$ cat src/design/ahsc_pkg.sv
package ahsc_pkg;

	localparam int CAPACITY_DEF = 4096;
	localparam int LEVELS_DEF   = 64;
	localparam int HASH_W       = 64;
	localparam int LVL_W        = 7;
	localparam int ELVL_W       = 6;
	localparam int CNT_W        = 32;
	localparam int TOT_W        = 13;
	localparam int KMER_W       = 64;
	localparam int QDEPTH       = 4;
	localparam logic [TOT_W-1:0] MAX_SAMPLES_RST = 13'd4096;
	localparam logic [LVL_W-1:0] LVL_CEIL        = 7'd64;

	// One queued item: hash, its level and the running hash count.
	typedef struct packed {
		logic [HASH_W-1:0] hash;
		logic [LVL_W-1:0]  level;
		logic [KMER_W-1:0] kmers;
	} ahsc_item_t;

	typedef struct packed {
		logic full;
		logic empty;
	} ahsc_qstat_t;

	// Sample table entry; used is cleared once after reset, never again.
	typedef struct packed {
		logic              used;
		logic [HASH_W-1:0] hash;
		logic [ELVL_W-1:0] level;
		logic [CNT_W-1:0]  cnt;
	} ahsc_entry_t;

	// Trailing zero count, 64 for a zero hash: per-byte encode, then byte pick.
	function automatic logic [LVL_W-1:0] ctz64(input logic [HASH_W-1:0] h);
		logic [7:0]       nz;
		logic [2:0]       bz [8];
		logic [LVL_W-1:0] r;
		for (int b = 0; b < 8; b++) begin
			nz[b] = |h[8*b +: 8];
			bz[b] = 3'd0;
			for (int i = 7; i >= 0; i--) begin
				if (h[8*b + i]) begin
					bz[b] = 3'(i);
				end
			end
		end
		r = LVL_CEIL;
		for (int b = 7; b >= 0; b--) begin
			if (nz[b]) begin
				r = {1'b0, 3'(b), bz[b]};
			end
		end
		return r;
	endfunction

endpackage

$ cat src/design/ahsc_front.sv
module ahsc_front (
	input  logic                   clk,
	input  logic                   arst_n,
	input  logic                   in_valid,
	output logic                   in_stall,
	input  logic [63:0]            hash_value,
	input  ahsc_pkg::ahsc_qstat_t  qstat,
	output logic                   push,
	output ahsc_pkg::ahsc_item_t   push_item
);
	import ahsc_pkg::*;

	logic [KMER_W-1:0] kmer_q;

	assign in_stall = qstat.full;
	assign push     = in_valid && !qstat.full;

	assign push_item.hash  = hash_value;
	assign push_item.level = ctz64(hash_value);
	assign push_item.kmers = kmer_q + KMER_W'(1);

	// count every accepted item, wrapping
	always_ff @(posedge clk or negedge arst_n) begin
		if (!arst_n) begin
			kmer_q <= '0;
		end else if (push) begin
			kmer_q <= kmer_q + KMER_W'(1);
		end
	end

endmodule

$ cat config.mk
export PLATFORM = sky130hd
export DESIGN_NAME = ahsc_front
export DESIGN_NICKNAME = d
export VERILOG_FILES = /design/src/design/ahsc_pkg.sv /design/src/design/ahsc_front.sv
export SDC_FILE = /design/constraint.sdc
export NUM_CORES = 1
export LEC_CHECK = 0
export ABC_AREA = 1
export BUFFER_PORTS_ARGS = -buffer_cell sky130_fd_sc_hd__buf_2
export CELL_PAD_IN_SITES_DETAIL_PLACEMENT = 0
export CELL_PAD_IN_SITES_GLOBAL_PLACEMENT = 1
export CORE_AREA = 2 2 91 181
export DETAILED_ROUTE_END_ITERATION = 10
export DIE_AREA = 0 0 93 183
export GPL_ROUTABILITY_DRIVEN = 0
export PLACE_DENSITY_LB_ADDON = 0.1
export SETUP_SLACK_MARGIN = 0.5
export SYNTH_ARGS = -nofsm -noshare
export SYNTH_HDL_FRONTEND = slang
export SYNTH_SLANG_ARGS = --single-unit
export TNS_END_PERCENT = 30
$ cat constraint.sdc
create_clock -name clk -period 5.17 [get_ports clk]
set_clock_uncertainty 0.05 [all_clocks]
set_input_delay 0.517 -clock clk [delete_from_list [all_inputs] [get_ports clk]]
set_output_delay 0.517 -clock clk [all_outputs]
set_load 0.02 [all_outputs]
==> summary.md, run 1 <==
| Metric | Value |
|---|---|
| FF+latch count, synth | 64 |
| Multi-input logic area | ~3200 um2 |
| Setup CP Type | flop to output port |
| DR WL/cell | around 15 um |
| Endpoints failing hold | 0 |
| Post-CTS setup buffer count | 0 |
| Clock sinks | 64 |
| Reg clk slew, reported paths | 0.06 ns |
| Die H | 183 um |
| Lkg Pwr | 3.58 nW |
| Initial core utilization | around 37% |
| Total grt overflow | 0 |
| DR iter-0 viols | 219 |
| Worst EP arrival | 2.49 ns |
| Syn. warnings | 0 |
| Largest area contributor in the netlist | dfrtp_1 |
| Clock root cell | clkbuf_16 |
| Peak fanout along the critical path | 4 |
| FF-to-FF Start | kmer_q[0] |
| Worst hold slack | 0.304 ns |
| Mapped Cells | 875 |
| Biggest regs | kmer_q: 64 flops |
| Post-synth cell types | between 40 and 50 |
| Drt drc | 0 |
| CP Buf/Inv Count | 2 |
| Worst Path Required | 4.60 ns |
| FMAX | 327 MHz |
| Max-cap violations | 0 |
| Worst slew pin tran | 0.853 ns |
| Syn avg cell area | 6.67 um2 |
| Tot Pwr | 1.88 mW |
| RR Endpoint | kmer_q[50] |
| Largest net degree at the start of global routing | 65 |
| Delay-heaviest family, CP | simple AND/OR/NAND/NOR gates |
| Core Area | 15600 um2 |
| Fin. max-slew vios | 0 |
| Count of final setup violators | 0 |
| Cell count after placement | approximately 1200 |
| Crit-path cells | ha_1 > nand3_2 > inv_2 > nand2_4 > nor2_8 > nand3_4 > nor2_1 > nand2_1 > xor2_1 > buf_2 |
| Vias/cell | 4.78 |
| 1st-pass router iterations | 5 |
| DP HPWL | 15300 um |
| Number of fill cells | around 1800 |
| Hold-fix buffers, CTS | 0 |
| Fin crit period | 3.06 ns |
| Number of port buffers | 204 |
| Nets | 1085 |
| Max incr delay on CP | ~0.4 ns |
| Number of global-route vias before repair | between 5000 and 6000 |
| H-tree levels | 3 |
| Yosys top cell area share | roughly 27% |
| Most flop-heavy register | kmer_q |
| Ratio of cells with drive above 1 in the final layout | 27.8% |
| TritonCTS clock tree | built |
| Syn nets | 945 |
| Final std cells w/o fill | 1222 |
| Worst R2R Path Depth | 14 |
| Maximum clock insertion buffer count | 2 |
| Crit-path slowest cell | dfrtp_1 |
| Reg2reg setup slack | 2.90 ns |
| Initial antenna violation count | 0 |
| VDD IR max | 0.000219 V |
| Register area | 1600 um2 |
| Area growth syn-to-layout | 18.4% |
| Sequential fraction of the synthesis area | between 20 and 30% |
| Flip-flop count of the largest register after layout | 64 |
| Post-CTS sizing | 0 |
| Pwr/cell area | approximately 270 nW/um2 |
| DRT Wirelength | between 15000 and 20000 um |
| Via count | 5839 |
| Area contributors post-synth | dfrtp_1 27%, nand2_1 15%, buf_4 8.4% |
| Final period util | roughly 59% |
| # rows | 65 |
| Critical path endpoint category | output port |
| Hold Path Class | input port to asynchronous set/reset pin |
| Worst-Skew Late Latency | between 0.3 and 0.4 ns |
| Gr usage total | 21.9% |
| Crit start category | flop |
| RSZ-0062 raised after global routing | no |
| Slew Limit Headroom | a little over two fifths |
| Io pins | 206 |
| Post-Syn Area | roughly 6000 um2 |
| Status | finished, final reports clean |
| Die footprint | approximately 17000 um2 |
| Routed Antenna Nets | 0 |
| Setup TNS | 0 ns |
| Die width | 93 um |
| First-pass GRT wire length | 29100 um |
| TritonCTS buffer count | 9 |
==> cell usage in the layout (no fill, tap or decap), types with 8 or more instances in the layout <==
master / instances
buf_2: 204
inv_1: 116
nand3_1: 44
nand4_1: 32
clkbuf_16: 9
nor3_2: 8
nor2_2: 10
a21oi_1: 17
nor2_1: 76
xor2_1: 53
dfrtp_1: 64
nor3_1: 26
nand2_1: 229
o21ai_0: 49
inv_2: 10
==> synth_stat cells (all sizes together) <==
| cell type | n |
|---|---|
| o31ai | 2 |
| buf | 69 |
| and3 | 1 |
| nand3 | 51 |
| o311ai | 3 |
| a21oi | 17 |
| ha | 1 |
| clkinv | 1 |
| nand4 | 32 |
| o21bai | 3 |
| a31oi | 1 |
| nand3b | 2 |
| inv | 126 |
| xor2 | 56 |
| xnor2 | 6 |
| o211ai | 1 |
| dfrtp | 64 |
| or2 | 6 |
| o41ai | 1 |
| nand2 | 236 |
| nor3b | 1 |
| nor4 | 8 |
| o21ai | 51 |
| nor3 | 34 |
| clkbuf | 9 |
| nor2 | 93 |
==> cells by family after synthesis <==
logic type | after synthesis | synth area share [%]
AOI/OAI and AO/OA | 79 | 7.38
and+or+nand+nor | 464 | 37.8
adders and majority gates | 1 | 0.214
buffers and inverters | 205 | 17.4
xor gates and xnor gates | 62 | 9.69
DFF | 64 | 27.4
==> worst reg2reg max path: stages (launching register included) <==
cell     delay [ns]
dfrtp_1        0.41
ha_1           0.28
nand3_2        0.18
inv_2          0.12
nand2_4        0.09
nor2_8         0.13
nand3_4        0.10
nor2_2         0.18
nand2_2        0.13
nor2_4         0.15
nand2_1        0.08
nand2_1        0.07
nand2_1        0.07
nand2_1        0.06
o21ai_1        0.06
==> report_power, final <==
group / internal [mW] / switching [mW] / total (mW)
sequential: 0.575 / 0.0857 / 0.661
combinational: 0.188 / 0.401 / 0.589
clock: 0.400 / 0.236 / 0.636
total: 1.16 / 0.722 / 1.88
==> worst max path at each step <==
stage | from | to | slack, ns | cells after the start
3_5_place_dp | hash_value[36] | push_item[68] | 2.43 | 7
4_1_cts | kmer_q[0] | push_item[46] | 2.09 | 10
5_1_grt | kmer_q[0] | push_item[46] | 1.95 | 10
6_report | kmer_q[0] | push_item[38] | 2.11 | 10
3_3_place_gp | hash_value[36] | push_item[68] | 2.46 | 7
2_1_floorplan | hash_value[6] | push_item[69] | 2.73 | 8
==> layout make-up <==
cell class              count  share of cell area, %
repair buffers            207                   15.1
diodes                      1                 0.0362
clock buffers              12                   3.71
well taps                 201                   3.64
clock inverters             4                  0.760
flip-flops and latches     64                   23.2
multi-input cells         606                   46.7
inverters                 127                   6.92
==> per-stage QoR <==
stage / cell area (um2) / setup WS [ns] / utilization [%]
finish: 6910 / 2.11 / 44.3
global route: 6910 / 1.95 / 44.2
CTS: 6910 / 2.09 / 44.2
detailed placement: 6600 / 2.43 / 42.3
global placement: 6600 / 2.46 / 42.3
floorplan: 5840 / 2.73 / -
==> metal layers <==
| metal | track usage [%] | wire length (um) | up-vias |
|---|---|---|---|
| li1 | - | - | 2988 |
| met1 | 29.0 | 8290 | 2655 |
| met4 | 7.35 | 549 | 0 |
| met3 | 3.29 | 877 | 33 |
| met5 | 0 | 0 | - |
| met2 | 36.2 | 9030 | 163 |
Power figures use the tool's default switching activity.
==> run 2: changes to the inputs <==
--- a/config.mk
+++ b/config.mk
@@ -9,9 +9,9 @@
 export BUFFER_PORTS_ARGS = -buffer_cell sky130_fd_sc_hd__buf_2
 export CELL_PAD_IN_SITES_DETAIL_PLACEMENT = 0
 export CELL_PAD_IN_SITES_GLOBAL_PLACEMENT = 1
-export CORE_AREA = 2 2 91 181
+export CORE_AREA = 2 2 95 188
 export DETAILED_ROUTE_END_ITERATION = 10
-export DIE_AREA = 0 0 93 183
+export DIE_AREA = 0 0 97 190
 export GPL_ROUTABILITY_DRIVEN = 0
 export PLACE_DENSITY_LB_ADDON = 0.1
 export SETUP_SLACK_MARGIN = 0.5
==> constraint.sdc (replaced) <==
create_clock -name clk -period 2.93 [get_ports clk]
set_clock_uncertainty 0.05 [all_clocks]
set_input_delay 0.293 -clock clk [delete_from_list [all_inputs] [get_ports clk]]
set_output_delay 0.293 -clock clk [all_outputs]
set_load 0.02 [all_outputs]
==> summary.md, run 2 (synthesis gave the netlist of run 1 again) <==
| Metric | Value |
|---|---|
| Fin. max-slew vios | 0 (unchanged) |
| DP HPWL | 15800 um (+3.3%) |
| Reg clk slew, reported paths | 0.06 ns (about the same) |
| Worst hold slack | -0.000381 ns (-0.304 ns) |
| Most flop-heavy register | kmer_q |
| Internal | 2.12 mW (+82%) |
| Status | complete, but fails checks |
| Hold-fix buffers, CTS | 0 (unchanged) |
| Peak fanout along the critical path | 4 (unchanged) |
| GRT busiest layer | met2 |
| Drt drc | 0 (unchanged) |
| Commonest non-fill, non-tap cell in the layout | nand2_1 |
| Area growth syn-to-layout | 35.3% |
| Routed Antenna Nets | 0 (unchanged) |
| Setup CP Type | flop to output port |
| Via count | 6099 (+4.5%) |
| Die width | 97 um (+4.3%) |
| Maximum clock insertion buffer count | 2 (unchanged) |
| Largest net degree at the start of global routing | 65 (unchanged) |
| Sequential share of power | 34.1% (-1.0 points) |
| Biggest regs | kmer_q: 64 flops |
| CP Buf/Inv Count | 3 (+1) |
| Worst Path Required | 2.59 ns (-2.01 ns) |
| Endpoints failing hold | 1 (+1) |
| DR WL/cell | 15.6 um (+1.4%) |
| Nets | 1143 (+5.3%) |
| Number of antenna diodes | 0 (-1) |
| Total grt overflow | 0 (unchanged) |
| Initial antenna violation count | 0 (unchanged) |
| Worst EP arrival | 2.20 ns (-0.29 ns) |
| TritonCTS clock tree | built |
| Max incr delay on CP | 0.41 ns (about the same) |
| Io pins | 206 (unchanged) |
| VDD IR max | 0.000311 V (+42%) |
| Number of port buffers | 204 (unchanged) |
| Most numerous cell on the critical path | buf_4 |
| Reg2reg setup slack | 0.56 ns (-2.34 ns) |
| Gr usage total | 20.7% (-1.1 points) |
| Initial core utilization | 34.1% (-3.2 points) |
| Switch share | 39.2% (+0.84 points) |
| Core Area | 17100 um2 (+9.5%) |
| Clock sinks | 64 (unchanged) |
| Failing checks | hold timing |
| Crit start category | flop |
| RR Endpoint | kmer_q[60] |
| Flip-flop count of the largest register after layout | 64 (unchanged) |
| DRT Wirelength | 20000 um (+6.8%) |
| GR Util met1 | 26.8% (-2.2 points) |
| Delay-heaviest family, CP | simple AND/OR/NAND/NOR gates |
| GR Util met2 | 35.3% (-0.92 points) |
| Critical path endpoint category | output port |
| M3 GR Usage | 2.90% (-0.38 points) |
| Util after Layout | 46.2% (+1.9 points) |
| Hold Path Class | input port to asynchronous set/reset pin |
| FMAX | 393 MHz |
| RSZ-0062 raised after global routing | yes |
| Pwr/cell area | 441 nW/um2 (+62%) |
| Worst slew pin tran | 0.831 ns (-0.0217 ns) |
| DR iter-0 viols | 219 (unchanged) |
| Crit-path cells | inv_2 > nor3_4 > nand2_1 > nor2_1 > nand4_1 > buf_4 > xor2_1 > buf_4 |
| Worst-Skew Late Latency | 0.34 ns (about the same) |
| Slew Limit Headroom | 44.6% (+1.4 points) |
| Clock root cell | clkbuf_16 |
| Crit-path slowest cell | dfrtp_1 |
| Number of global-route vias before repair | 5717 (+3.3%) |
| Die footprint | 18400 um2 (+8.3%) |
| Fin crit period | 2.54 ns |
| Share of total power in the clock network | 30.4% (-3.3 points) |
| # rows | 68 (+4.6%) |
| Comb pwr share | 35.5% (+4.3 points) |
| TritonCTS buffer count | 9 (unchanged) |
| FF-to-FF Start | kmer_q[1] |
| Die H | 190 um (+3.8%) |
| Max-cap violations | 0 (unchanged) |
| Final period util | 86.7% |
| Lkg Pwr | 4.05 nW (+13%) |
| 1st-pass router iterations | 7 (+2) |
| H-tree levels | 3 (unchanged) |
| Worst R2R Path Depth | 14 (unchanged) |
| Ratio of cells with drive above 1 in the final layout | 38.5% (+11 points) |
| Number of fill cells | 1824 (+2.6%) |
| Count of final setup violators | 0 (unchanged) |
| First-pass GRT wire length | 30300 um (+4.1%) |
| Vias/cell | 4.74 (-0.90%) |
| Setup TNS | 0 ns (unchanged) |
| Most frequent cells in the layout | 217 x nand2_1, 190 x buf_2, 113 x inv_1 |
| Sw Pwr | 1.36 mW (+89%) |
## run 2: metrics by stage
step	hold slack, ns	std cells	worst slack (ns)	instance area (um2)	total power [mW]
after CTS	0.0271	1271	0.361	7530	3.44
after floorplan	-0.0526	875	0.848	5840	1.89
final	-0.000381	1288	0.388	7900	3.48
after global routing	0.0600	1288	0.267	7900	3.69
after global placement	0.382	1217	0.499	6660	2.22
after detailed placement	0.385	1217	0.485	6660	2.23
## run 2: how the worst max path moves through the flow
| stage | from | endpoint | slack [ns] | cells after the start |
|---|---|---|---|---|
| finish | kmer_q[17] | push_item[26] | 0.39 | 8 |
| global route | kmer_q[17] | push_item[58] | 0.27 | 8 |
| floorplan | kmer_q[0] | push_item[46] | 0.85 | 9 |
| global placement | kmer_q[0] | push_item[44] | 0.50 | 11 |
| detailed placement | kmer_q[0] | push_item[44] | 0.48 | 11 |
| CTS | kmer_q[1] | push_item[42] | 0.36 | 11 |
## run 2: metal layers
metal	vias up	wire [um]
li1	3103	-
met1	2798	8510
met2	166	10100
met3	32	884
met4	0	516
met5	-	0
## run 2: what timing repair did
item | 4_1_cts | 5_1_grt
pin swaps | 19 | 27
buffers inserted | 38 | 17
endpoints found under the setup margin | 40 | 45
hold endpoints to repair | 0 | 0
resized for setup | 76 | 56
## run 2: worst reg2reg max path, stage by stage (launching register included)
cell and delay [ns]:
dfrtp_2 0.39, ha_4 0.16, nand3_4 0.13, buf_6 0.15, nor2_4 0.10, nand4_1 0.19
nor3_2 0.22, xor2_1 0.14, buf_4 0.15, buf_4 0.12, buf_4 0.12, buf_4 0.12
buf_4 0.12, nand2_1 0.05, nand2_1 0.04
## run 2: power groups by stage
stage | Combinational, mW | Sequential (mW) | Clock [mW]
6_report | 1.24 | 1.19 | 1.06
4_1_cts | 1.18 | 1.18 | 1.07
2_1_floorplan | 0.746 | 1.14 | 0
5_1_grt | 1.36 | 1.21 | 1.12
3_3_place_gp | 1.05 | 1.18 | 0
3_5_place_dp | 1.06 | 1.18 | 0
## run 2: area by class of cell
| cell class | instances | area (um2) | area share, % |
|---|---|---|---|
| multi-input combinational | 606 | 3680 | 46.6 |
| tap | 210 | 263 | 3.33 |
| clock inverter | 4 | 45.0 | 0.570 |
| clock buffer | 12 | 236 | 2.99 |
| inverter | 127 | 484 | 6.13 |
| timing repair buffer | 265 | 1570 | 19.9 |
| sequential | 64 | 1610 | 20.4 |
