`src/design/ahsc_pkg.sv`:
```
package ahsc_pkg;

	localparam int CAPACITY_DEF = 4096;
	localparam int LEVELS_DEF   = 64;
	localparam int HASH_W       = 64;
	localparam int LVL_W        = 7;
	localparam int ELVL_W       = 6;
	localparam int CNT_W        = 32;
	localparam int TOT_W        = 13;
	localparam int KMER_W       = 64;
	localparam int QDEPTH       = 4;
	localparam logic [TOT_W-1:0] MAX_SAMPLES_RST = 13'd4096;
	localparam logic [LVL_W-1:0] LVL_CEIL        = 7'd64;

	// One queued item: hash, its level and the running hash count.
	typedef struct packed {
		logic [HASH_W-1:0] hash;
		logic [LVL_W-1:0]  level;
		logic [KMER_W-1:0] kmers;
	} ahsc_item_t;

	typedef struct packed {
		logic full;
		logic empty;
	} ahsc_qstat_t;

	// Sample table entry; used is cleared once after reset, never again.
	typedef struct packed {
		logic              used;
		logic [HASH_W-1:0] hash;
		logic [ELVL_W-1:0] level;
		logic [CNT_W-1:0]  cnt;
	} ahsc_entry_t;

	// Trailing zero count, 64 for a zero hash: per-byte encode, then byte pick.
	function automatic logic [LVL_W-1:0] ctz64(input logic [HASH_W-1:0] h);
		logic [7:0]       nz;
		logic [2:0]       bz [8];
		logic [LVL_W-1:0] r;
		for (int b = 0; b < 8; b++) begin
			nz[b] = |h[8*b +: 8];
			bz[b] = 3'd0;
			for (int i = 7; i >= 0; i--) begin
				if (h[8*b + i]) begin
					bz[b] = 3'(i);
				end
			end
		end
		r = LVL_CEIL;
		for (int b = 7; b >= 0; b--) begin
			if (nz[b]) begin
				r = {1'b0, 3'(b), bz[b]};
			end
		end
		return r;
	endfunction

endpackage

```
`src/design/ahsc_fifo.sv`:
```
module ahsc_fifo (
	input  logic                  clk,
	input  logic                  arst_n,
	input  logic                  push,
	input  ahsc_pkg::ahsc_item_t  push_item,
	input  logic                  pop,
	output ahsc_pkg::ahsc_item_t  head,
	output ahsc_pkg::ahsc_qstat_t qstat
);
	import ahsc_pkg::*;

	localparam int PTR_W = $clog2(QDEPTH);

	ahsc_item_t       slot_q [QDEPTH];
	logic [PTR_W-1:0] wr_ptr_q, rd_ptr_q;
	logic [PTR_W:0]   count_q;

	assign head        = slot_q[rd_ptr_q];
	assign qstat.full  = (count_q == (PTR_W+1)'(QDEPTH));
	assign qstat.empty = (count_q == '0);

	always_ff @(posedge clk) begin
		if (push) begin
			slot_q[wr_ptr_q] <= push_item;
		end
	end

	always_ff @(posedge clk or negedge arst_n) begin
		if (!arst_n) begin
			wr_ptr_q <= '0;
			rd_ptr_q <= '0;
			count_q  <= '0;
		end else begin
			if (push) begin
				wr_ptr_q <= wr_ptr_q + PTR_W'(1);
			end
			if (pop) begin
				rd_ptr_q <= rd_ptr_q + PTR_W'(1);
			end
			if (push && !pop) begin
				count_q <= count_q + (PTR_W+1)'(1);
			end else if (pop && !push) begin
				count_q <= count_q - (PTR_W+1)'(1);
			end
		end
	end

endmodule

```
`config.mk`:
```
export PLATFORM = sky130hd
export DESIGN_NAME = ahsc_fifo
export DESIGN_NICKNAME = d
export VERILOG_FILES = /design/src/design/ahsc_pkg.sv /design/src/design/ahsc_fifo.sv
export SDC_FILE = /design/constraint.sdc
export NUM_CORES = 1
export LEC_CHECK = 0
export BUFFER_PORTS_ARGS = -buffer_cell sky130_fd_sc_hd__buf_4
export CAP_MARGIN = 10
export CORE_UTILIZATION = 45
export CTS_BUF_LIST = sky130_fd_sc_hd__clkbuf_4 sky130_fd_sc_hd__clkbuf_8 sky130_fd_sc_hd__clkbuf_16
export DETAILED_ROUTE_END_ITERATION = 8
export PLACE_DENSITY = 0.66
export SYNTH_ARGS = -nofsm -noshare
export SYNTH_HDL_FRONTEND = slang
export SYNTH_SLANG_ARGS = --single-unit
```
`constraint.sdc`:
```
create_clock -name clk -period 4.5 [get_ports clk]
set_clock_uncertainty 0.1 [all_clocks]
set_input_delay 0.675 -clock clk [delete_from_list [all_inputs] [get_ports clk]]
set_output_delay 0.675 -clock clk [all_outputs]
set_load 0.02 [all_outputs]
```
==> impl_metrics.tcl, run 1 <==
set metrics [dict create \
    ys_ff_latch 547 \
    synth_top_area_share_pct 81.6 \
    synthSimpleGateAreaFrac_pct 0.246 \
    drv_slew 0 \
    synth_fa_ha_area_share_pct 0.416 \
    grt_usage_pct 16.9 \
    synth_common_cells "edfxtp_1 (540), mux4_2 (135), buf_2 (13)" \
    grt_pass1_vias 9279 \
    outcome "completed" \
    worst_slew_margin_rel_pct 42.8 \
    grt_max_degree 137 \
    post-route-min-period_ps 3350 \
    layout.nets 1202 \
    place_congestion 0.703 \
    end_kind "output port" \
    hold_violations 0 \
    worst_skew_pair.late_latency_ps 590 \
    critPathMaxFanout 27 \
    cts_setup_buffers 0 \
    core-area_sq_um 43300 \
    numPortBuffers 275 \
    cp-start-kind "flip-flop" \
    layout.core_utilization_pct 56.5 \
    cp.arrival_ps 2570 \
    ios 276 \
    wl_mm 37.2 \
    pwr_density_cell_nw_per_um2 687 \
    die_h_um 212 \
    cts_tree "yes" \
    syn_inst 739 \
    synth_largest_area_cell "edfxtp_1" \
    cts_resized 0 \
    yosys_warnings 0 \
    overflow 0 \
    tightest_slew_ps 857 \
    vias 8631 \
    routedWlPerCell_um 22.1 \
    p_leak_nw 8.32 \
    drc_errors 0 \
    grt_pass1_wl_mm 55.8 \
    die_w_um 212 \
    cp.required_ps 3720 \
    antenna_found_initial 3 \
    synth_area_leaders "edfxtp_1 (82%), mux4_2 (15%), dfrtp_1 (0.88%)" \
    critPathKind "reg -> out" \
    synth-compound-area-share_pct 0.0252 \
    drt_iter0_drc 616 \
    syn-num-nets 884 \
    cts_made_buffers 54 \
    drtAntennaViolNets 0 \
    fin_crit_sh_pct 74.4 \
    synthMuxAreaShare_pct 15.4 \
    place_inst 1585 \
    die-area_sq_um 45000 \
    clkTransAtPathRegs_ps 60 \
    cts.sinks 547 \
    firstDrtPassIters 4 \
    ys.flop_type "edfxtp_1" \
    place_ws_ps 1690 \
    rows 76 \
    cts_buffer_depth 3 \
    final-instance-count-excl-fill 1686 \
    syn-cell-area_sq_um 19900 \
    synth_edf_count 540 \
    synth_xor_area_share_pct 0.265 \
    syn_to_final_growth_pct 23.1 \
    fmax_mhz 299 \
    cap_violations 0 \
    avgSynthCellArea_sq_um 26.9 \
    htree_num_levels 2 \
    setup_viol 0 \
    initial_core_util_pct 45.9 \
    vdd_drop_max_uv 466 \
    viasPerCell 5.12 \
    cts_root_buf "clkbuf_16" \
    synth_most_common_cell "edfxtp_1" \
    tns_ps 0 \
    setup_slack_ps 1150 \
    synth_top_family_by_area "multiplexers" \
    hold_path.class "in -> reg" \
    drive_gt1_share_pct 47.2 \
    async_flop_share_pct 1.28 \
    ys_types 19 \
    synth_seq_area_share_pct 82.5 \
    rsz0062_at_grt "false" \
    fillers 3146 \
    dp.final_hpwl_mm 21.9 \
]
[sequential cells by signal (all words and copies together) (netlist names)]
signal	flops
count_q	3
wr_ptr_q	2
rd_ptr_q	2
slot_q	540
[worst max-delay path, stage by stage, from the launching register on]
cell and delay [ps]:
dfrtp_4 800, buf_4 430, mux4_2 560, buf_4 170
[cell families after synthesis]
logic type	after synthesis
mux	136
compound gates	1
fa+ha+maj	6
xor+xnor	6
flops	547
buf+inv	34
simple gates	9
[what timing repair did]
| action | CTS | global route |
|---|---|---|
| hold buffers | 1 | 0 |
| endpoints found under the hold margin | 7 | 0 |
| endpoints found under the setup margin | 0 | 0 |
[where the power goes]
part | internal (mW) | leakage, nW | switching, mW
Sequential | 6.66 | 5.04 | 0.267
Combinational | 2.48 | 2.42 | 3.01
Clock | 2.59 | 0.870 | 1.79
[area by class of cell]
cell class | instances | area [sq um] | share of cell area, %
tap | 585 | 732 | 2.99
clock buffer | 68 | 1510 | 6.17
sequential | 547 | 16400 | 67.1
inverter | 4 | 15.0 | 0.0614
multi-input combinational | 158 | 3250 | 13.3
clock inverter | 31 | 249 | 1.02
antenna | 1 | 2.50 | 0.0102
timing repair buffer | 292 | 2290 | 9.38
[layer usage]
| layer | up-vias | routed length, um | global-route usage [%] |
|---|---|---|---|
| li1 | 3844 | - | - |
| met1 | 4506 | 15100 | 21.7 |
| met2 | 225 | 18500 | 27.2 |
| met3 | 52 | 3070 | 6.04 |
| met4 | 4 | 567 | 4.45 |
| met5 | - | 32 | 0 |
[cells in the final DEF (no fill, tap or decap)]
master,synthesis,final
xnor2_1,2,2
xor2_1,4,4
inv_1,4,4
diode_2,0,1
dfrtp_1,7,5
dlygate4sd3_1,0,1
mux4_2,135,135
nand2_1,2,2
nor3_1,1,1
buf_12,0,8
buf_4,8,283
o21ai_0,1,1
clkinv_1,0,13
bufinv_16,0,4
clkinvlp_4,0,4
clkinv_2,0,10
clkbuf_4,0,11
and2_4,0,4
nor2_1,1,1
ha_1,5,5
mux2_2,1,1
edfxtp_1,540,540
dfrtp_4,0,2
nor3b_1,1,1
clkbuf_16,0,57
fa_1,1,1
[stage by stage]
step	instance area (sq um)	total power, mW	hold slack, ps
2_1_floorplan	19900	10.6	279
3_3_place_gp	22700	12.6	381
3_5_place_dp	22700	12.7	382
4_1_cts	24400	17.1	131
5_1_grt	24400	17.6	137
6_report	24500	16.8	179
[final timing paths]
kind / start / endpoint / slack [ps] / cells after the start
max: rd_ptr_q[0] / head[129] / 1150 / 3
min: pop / rd_ptr_q[0] / 180 / 2
max reg2reg: wr_ptr_q[0] / slot_q[3][74] / 2290 / 3
min reg2reg: count_q[2] / count_q[2] / 390 / 1
max in group asynchronous: arst_n / rd_ptr_q[0] / 3800 / 2
min in group asynchronous: arst_n / count_q[2] / 360 / 2
(Power assumes the default switching activity.)
==> run 2: changes to the inputs <==
--- a/config.mk
+++ b/config.mk
@@ -10,7 +10,7 @@
 export CORE_UTILIZATION = 45
 export CTS_BUF_LIST = sky130_fd_sc_hd__clkbuf_4 sky130_fd_sc_hd__clkbuf_8 sky130_fd_sc_hd__clkbuf_16
 export DETAILED_ROUTE_END_ITERATION = 8
-export PLACE_DENSITY = 0.66
+export PLACE_DENSITY = 0.63
 export SYNTH_ARGS = -nofsm -noshare
 export SYNTH_HDL_FRONTEND = slang
 export SYNTH_SLANG_ARGS = --single-unit
==> constraint.sdc (replaced) <==
create_clock -name clk -period 3.1 [get_ports clk]
set_clock_uncertainty 0.1 [all_clocks]
set_input_delay 0.465 -clock clk [delete_from_list [all_inputs] [get_ports clk]]
set_output_delay 0.465 -clock clk [all_outputs]
set_load 0.02 [all_outputs]
==> impl_metrics.tcl, run 2 (synthesis results as in run 1) <==
set metrics [dict create \
    pwr_density_cell_nw_per_um2 958 \
    critPathKind "reg -> out" \
    top_register "slot_q" \
    drtAntennaViolNets 0 \
    cp-start-kind "flip-flop" \
    layout.nets 1351 \
    setup_viol 0 \
    final_common_cell "edfxtp_1" \
    cp.arrival_ps 2250 \
    path_delay_family "multiplexers" \
    cap_violations 0 \
    core-area_sq_um 43300 \
    htree_num_levels 2 \
    fmax_mhz 356 \
    numPortBuffers 275 \
    wl_mm 39.3 \
    critPathLaunch "rd_ptr_q[0]" \
    place_congestion 0.716 \
    setup_slack_ps 287 \
    hold_path.class "in -> async" \
    p_leak_nw 9.03 \
    die_w_um 212 \
    top_regs "slot_q (540), count_q (3)" \
    drv_slew 0 \
    grt_pass1_vias 10300 \
    grt_pass1_wl_mm 58.9 \
    path_buf_inv 2 \
    tightest_slew_ps 626 \
    overflow 0 \
    firstDrtPassIters 6 \
    critPathMaxFanout 21 \
    rows 76 \
    drc_errors 0 \
    die_h_um 212 \
    critPathMaxStageDelay_ps 590 \
    cts_root_buf "clkbuf_16" \
    final_cell_mix "edfxtp_1 (540), buf_4 (285), dlygate4sd3_1 (138)" \
    syn_to_final_growth_pct 31.3 \
    viasPerCell 5.07 \
    rsz0062_at_grt "false" \
    outcome "completed" \
    vdd_drop_max_uv 816 \
    drive_gt1_share_pct 42.5 \
    tns_ps 0 \
    cts_made_buffers 54 \
    grt_usage_pct 17.6 \
    cts_buffer_depth 3 \
    place_ws_ps 883 \
    drt_iter0_drc 557 \
    worst_slew_margin_rel_pct 58.3 \
    initial_core_util_pct 45.9 \
    ios 276 \
    vias 9303 \
    cts.sinks 547 \
    routedWlPerCell_um 21.5 \
    crit_chain "buf_4 > mux4_2 > buf_4" \
    crit-reg2reg-launch "wr_ptr_q[1]" \
    cp_slowest_cell "mux4_2" \
    cp_common_cell "buf_4" \
    dp.final_hpwl_mm 23.4 \
    grt_max_degree 79 \
    cts_tree "yes" \
    hold_violations 0 \
    worst_skew_pair.late_latency_ps 580 \
    largest_register_ff_count 540 \
    die-area_sq_um 45000 \
    end_kind "output port" \
    cp.required_ps 2530 \
    antenna_found_initial 1 \
    post-route-min-period_ps 2810 \
    fillers 3011 \
    fin_crit_sh_pct 90.7 \
    clkTransAtPathRegs_ps 60 \
]
run 2: repair_timing:
action	in CTS	in global routing
hold buffers	138	0
endpoints found under the hold margin	549	0
buffers inserted	0	0
resized for setup	0	0
run 2: path summary, 6_finish.rpt:
| kind | end | slack [ps] | cells after the start |
|---|---|---|---|
| worst min register to register | count_q[2] | 400 | 1 |
| worst max register to register | slot_q[1][27] | 1130 | 4 |
| worst min-delay path | rd_ptr_q[0] | 130 | 2 |
| worst max-delay path | head[55] | 290 | 3 |
| max in group asynchronous | rd_ptr_q[1] | 2630 | 2 |
| min in group clk | count_q[2] | 400 | 1 |
run 2: cell type report:
type / instances / area, sq um / area share [%]
Sequential cell: 547 / 16400 / 62.9
Timing Repair Buffer: 441 / 3880 / 14.9
Multi-Input combinational cell: 158 / 3250 / 12.5
Clock buffer: 76 / 1610 / 6.16
Tap cell: 585 / 732 / 2.81
Clock inverter: 21 / 190 / 0.729
Inverter: 4 / 15.0 / 0.0576
Antenna cell: 2 / 5.00 / 0.0192
run 2: metrics by stage:
stage                     total power, mW  hold WS (ps)  cells  cell area, sq um  util (%)
final                                25.0           128   1834             26100      60.3
after global routing                 26.0           128   1834             26100      60.3
after CTS                            25.4          83.7   1832             26100      60.3
after detailed placement             18.7           185   1597             22900      52.9
after global placement               18.6           184   1597             22900      52.9
after floorplan                      15.3          69.4    739             19900         -
run 2: metal layers:
layer | global-route usage (%) | wire length (um) | share of wire, %
met2 | 30.5 | 20400 | 52
met3 | 4.09 | 2210 | 5.6
met4 | 6.62 | 961 | 2.4
met1 | 21.6 | 15800 | 40
met5 | 0 | 0 | 0
run 2: where the power goes:
part	total, mW	internal [mW]	switching, mW
clock network	6.50	3.91	2.58
registers	10.0	9.66	0.376
logic	8.45	3.90	4.55
total	25.0	17.5	7.51
==> run 3: changes to the inputs <==
--- a/config.mk
+++ b/config.mk
@@ -11,6 +11,7 @@
 export CTS_BUF_LIST = sky130_fd_sc_hd__clkbuf_4 sky130_fd_sc_hd__clkbuf_8 sky130_fd_sc_hd__clkbuf_16
 export DETAILED_ROUTE_END_ITERATION = 8
 export PLACE_DENSITY = 0.63
+export RECOVER_POWER = 100
 export SYNTH_ARGS = -nofsm -noshare
 export SYNTH_HDL_FRONTEND = slang
 export SYNTH_SLANG_ARGS = --single-unit
==> impl_metrics.tcl, run 3 (synthesis results as in run 1) <==
set metrics [dict create \
    post-route-min-period_ps 2880 \
    rr_endpoint "slot_q[0][77]" \
    cts_root_buf "clkbuf_16" \
    switching_power_mw 7.44 \
    vdd_drop_max_uv 858 \
    clkTransAtPathRegs_ps 60 \
    cap_violations 1 \
    p_leak_nw 8.00 \
    p_int_mw 16.4 \
    clkPwrFrac_pct 27.2 \
    die_h_um 212 \
    grt_pass1_wl_mm 58.9 \
    hold_violations 0 \
    setup_viol 0 \
    drive_gt1_share_pct 20.9 \
    violations "capacitance limit, slew limit" \
    core-area_sq_um 43300 \
    crit_chain "buf_12 > clkbuf_2 > mux4_2 > clkbuf_2" \
    critPathMaxFanout 18 \
    power.share.sequential_pct 42.2 \
    combPwrFrac_pct 30.5 \
    viasPerCell 5.10 \
    die_w_um 212 \
    crit-reg2reg-launch "wr_ptr_q[0]" \
    cp-start-kind "flip-flop" \
    worst_slew_margin_rel_pct -19.5 \
    final_cell_mix "edfxtp_1 (540), clkbuf_1 (270), dlygate4sd3_1 (138)" \
    cts.sinks 547 \
    largest_register_ff_count 540 \
    htree_num_levels 2 \
    firstDrtPassIters 4 \
    overflow 0 \
    critPathLaunch "rd_ptr_q[0]" \
    top_register "slot_q" \
    cp.required_ps 2530 \
    layout.core_utilization_pct 57.6 \
    drv_slew 58 \
    tns_ps 0 \
    fmax_mhz 347 \
    layout.nets 1351 \
    top_regs "slot_q (540), count_q (3)" \
    final_common_cell "edfxtp_1" \
    cts_buffer_depth 3 \
    drt_iter0_drc 542 \
    hold_path.class "in -> async" \
    antenna_found_initial 1 \
    critPathMaxStageDelay_ps 530 \
    numPortBuffers 275 \
    grt_usage_pct 17.6 \
    ios 276 \
    multi_input_area_sq_um 3250 \
    cts_made_buffers 54 \
    worst_skew_pair.late_latency_ps 580 \
    r2r_slack_ps 420 \
    grt_max_degree 79 \
    cp_common_cell "clkbuf_2" \
    place_congestion 0.716 \
    vias 9353 \
    rsz0062_at_grt "false" \
    cp.arrival_ps 2310 \
    die-area_sq_um 45000 \
    end_kind "output port" \
    fillers 3313 \
    power_mw 23.8 \
    seqCellArea_sq_um 16400 \
    drc_errors 0 \
    drtAntennaViolNets 0 \
    cp_slowest_cell "mux4_2" \
    tightest_slew_ps 1790 \
    cts_tree "yes" \
    place_area_sq_um 22900 \
    design_area_sq_um 24900 \
    routedWlPerCell_um 21.4 \
    critPathKind "reg -> out" \
    rr_worst_depth 4 \
    outcome "complete, but fails checks" \
    initial_core_util_pct 45.9 \
    swShare_pct 31.2 \
    wl_mm 39.2 \
    dp.final_hpwl_mm 23.4 \
    pwr_density_cell_nw_per_um2 957 \
    rows 76 \
    grt_pass1_vias 10300 \
    syn_to_final_growth_pct 25.5 \
    fin_crit_sh_pct 92.8 \
]
==> run 3: cell count changes in the layout (fill, tap and decap cells not counted) <==
cell	change
and2_2	+3
clkbuf_1	+270
buf_12	-9
buf_2	+1
and2_4	-3
clkbuf_4	+5
buf_4	-275
clkbuf_2	+8
diode_2	-1
==> run 3: final cells by class <==
| type | instances | share of cell area [%] |
|---|---|---|
| flip-flops and latches | 547 | 65.8 |
| well taps | 585 | 2.94 |
| multi-input cells | 158 | 13.0 |
| clock inverters | 21 | 0.763 |
| diodes | 1 | 0.0100 |
| clock buffers | 76 | 6.45 |
| inverters | 4 | 0.0602 |
| repair buffers | 441 | 11.0 |
==> run 3: power groups by stage <==
stage	clock network (mW)	registers, mW	logic, mW
after global placement	0	10.1	8.48
after floorplan	0	10.1	5.19
after global routing	6.91	10.2	7.82
final	6.49	10.1	7.28
after CTS	6.66	10.0	8.67
after detailed placement	0	10.2	8.49
==> run 3: worst max-delay path by stage <==
stage	to	depth (start not counted)
3_5_place_dp	head[104]	3
5_1_grt	head[41]	4
3_3_place_gp	head[50]	3
6_report	head[61]	4
2_1_floorplan	slot_q[2][0]	3
4_1_cts	head[104]	3
==> run 3: critical path: cells and delay by family (launching register included) <==
kind / cells / cell delay, ps
flip-flops: 1 / 470
multiplexers: 1 / 530
buffers and inverters: 3 / 680
==> run 3: timing repair <==
action                    CTS  global route
hold endpoints to repair  549             0
resized for setup           0             0
buffers inserted            0             0
hold buffers              138             0
==> run 3: per-layer routing <==
layer	global-route usage, %	share of wire (%)	vias to the layer above
met2	30.5	52	245
met4	6.62	2.2	0
met1	21.6	40	4904
met3	4.09	5.9	58
li1	-	-	4146
met5	0	0	-
==> run 3: metrics by stage <==
stage / hold slack (ps) / std cells / worst slack, ps
finish: 217 / 1833 / 222
detailed placement: 185 / 1597 / 883
CTS: 83.7 / 1832 / 227
global placement: 184 / 1597 / 894
floorplan: 69.4 / 739 / 280
global route: 249 / 1833 / 104
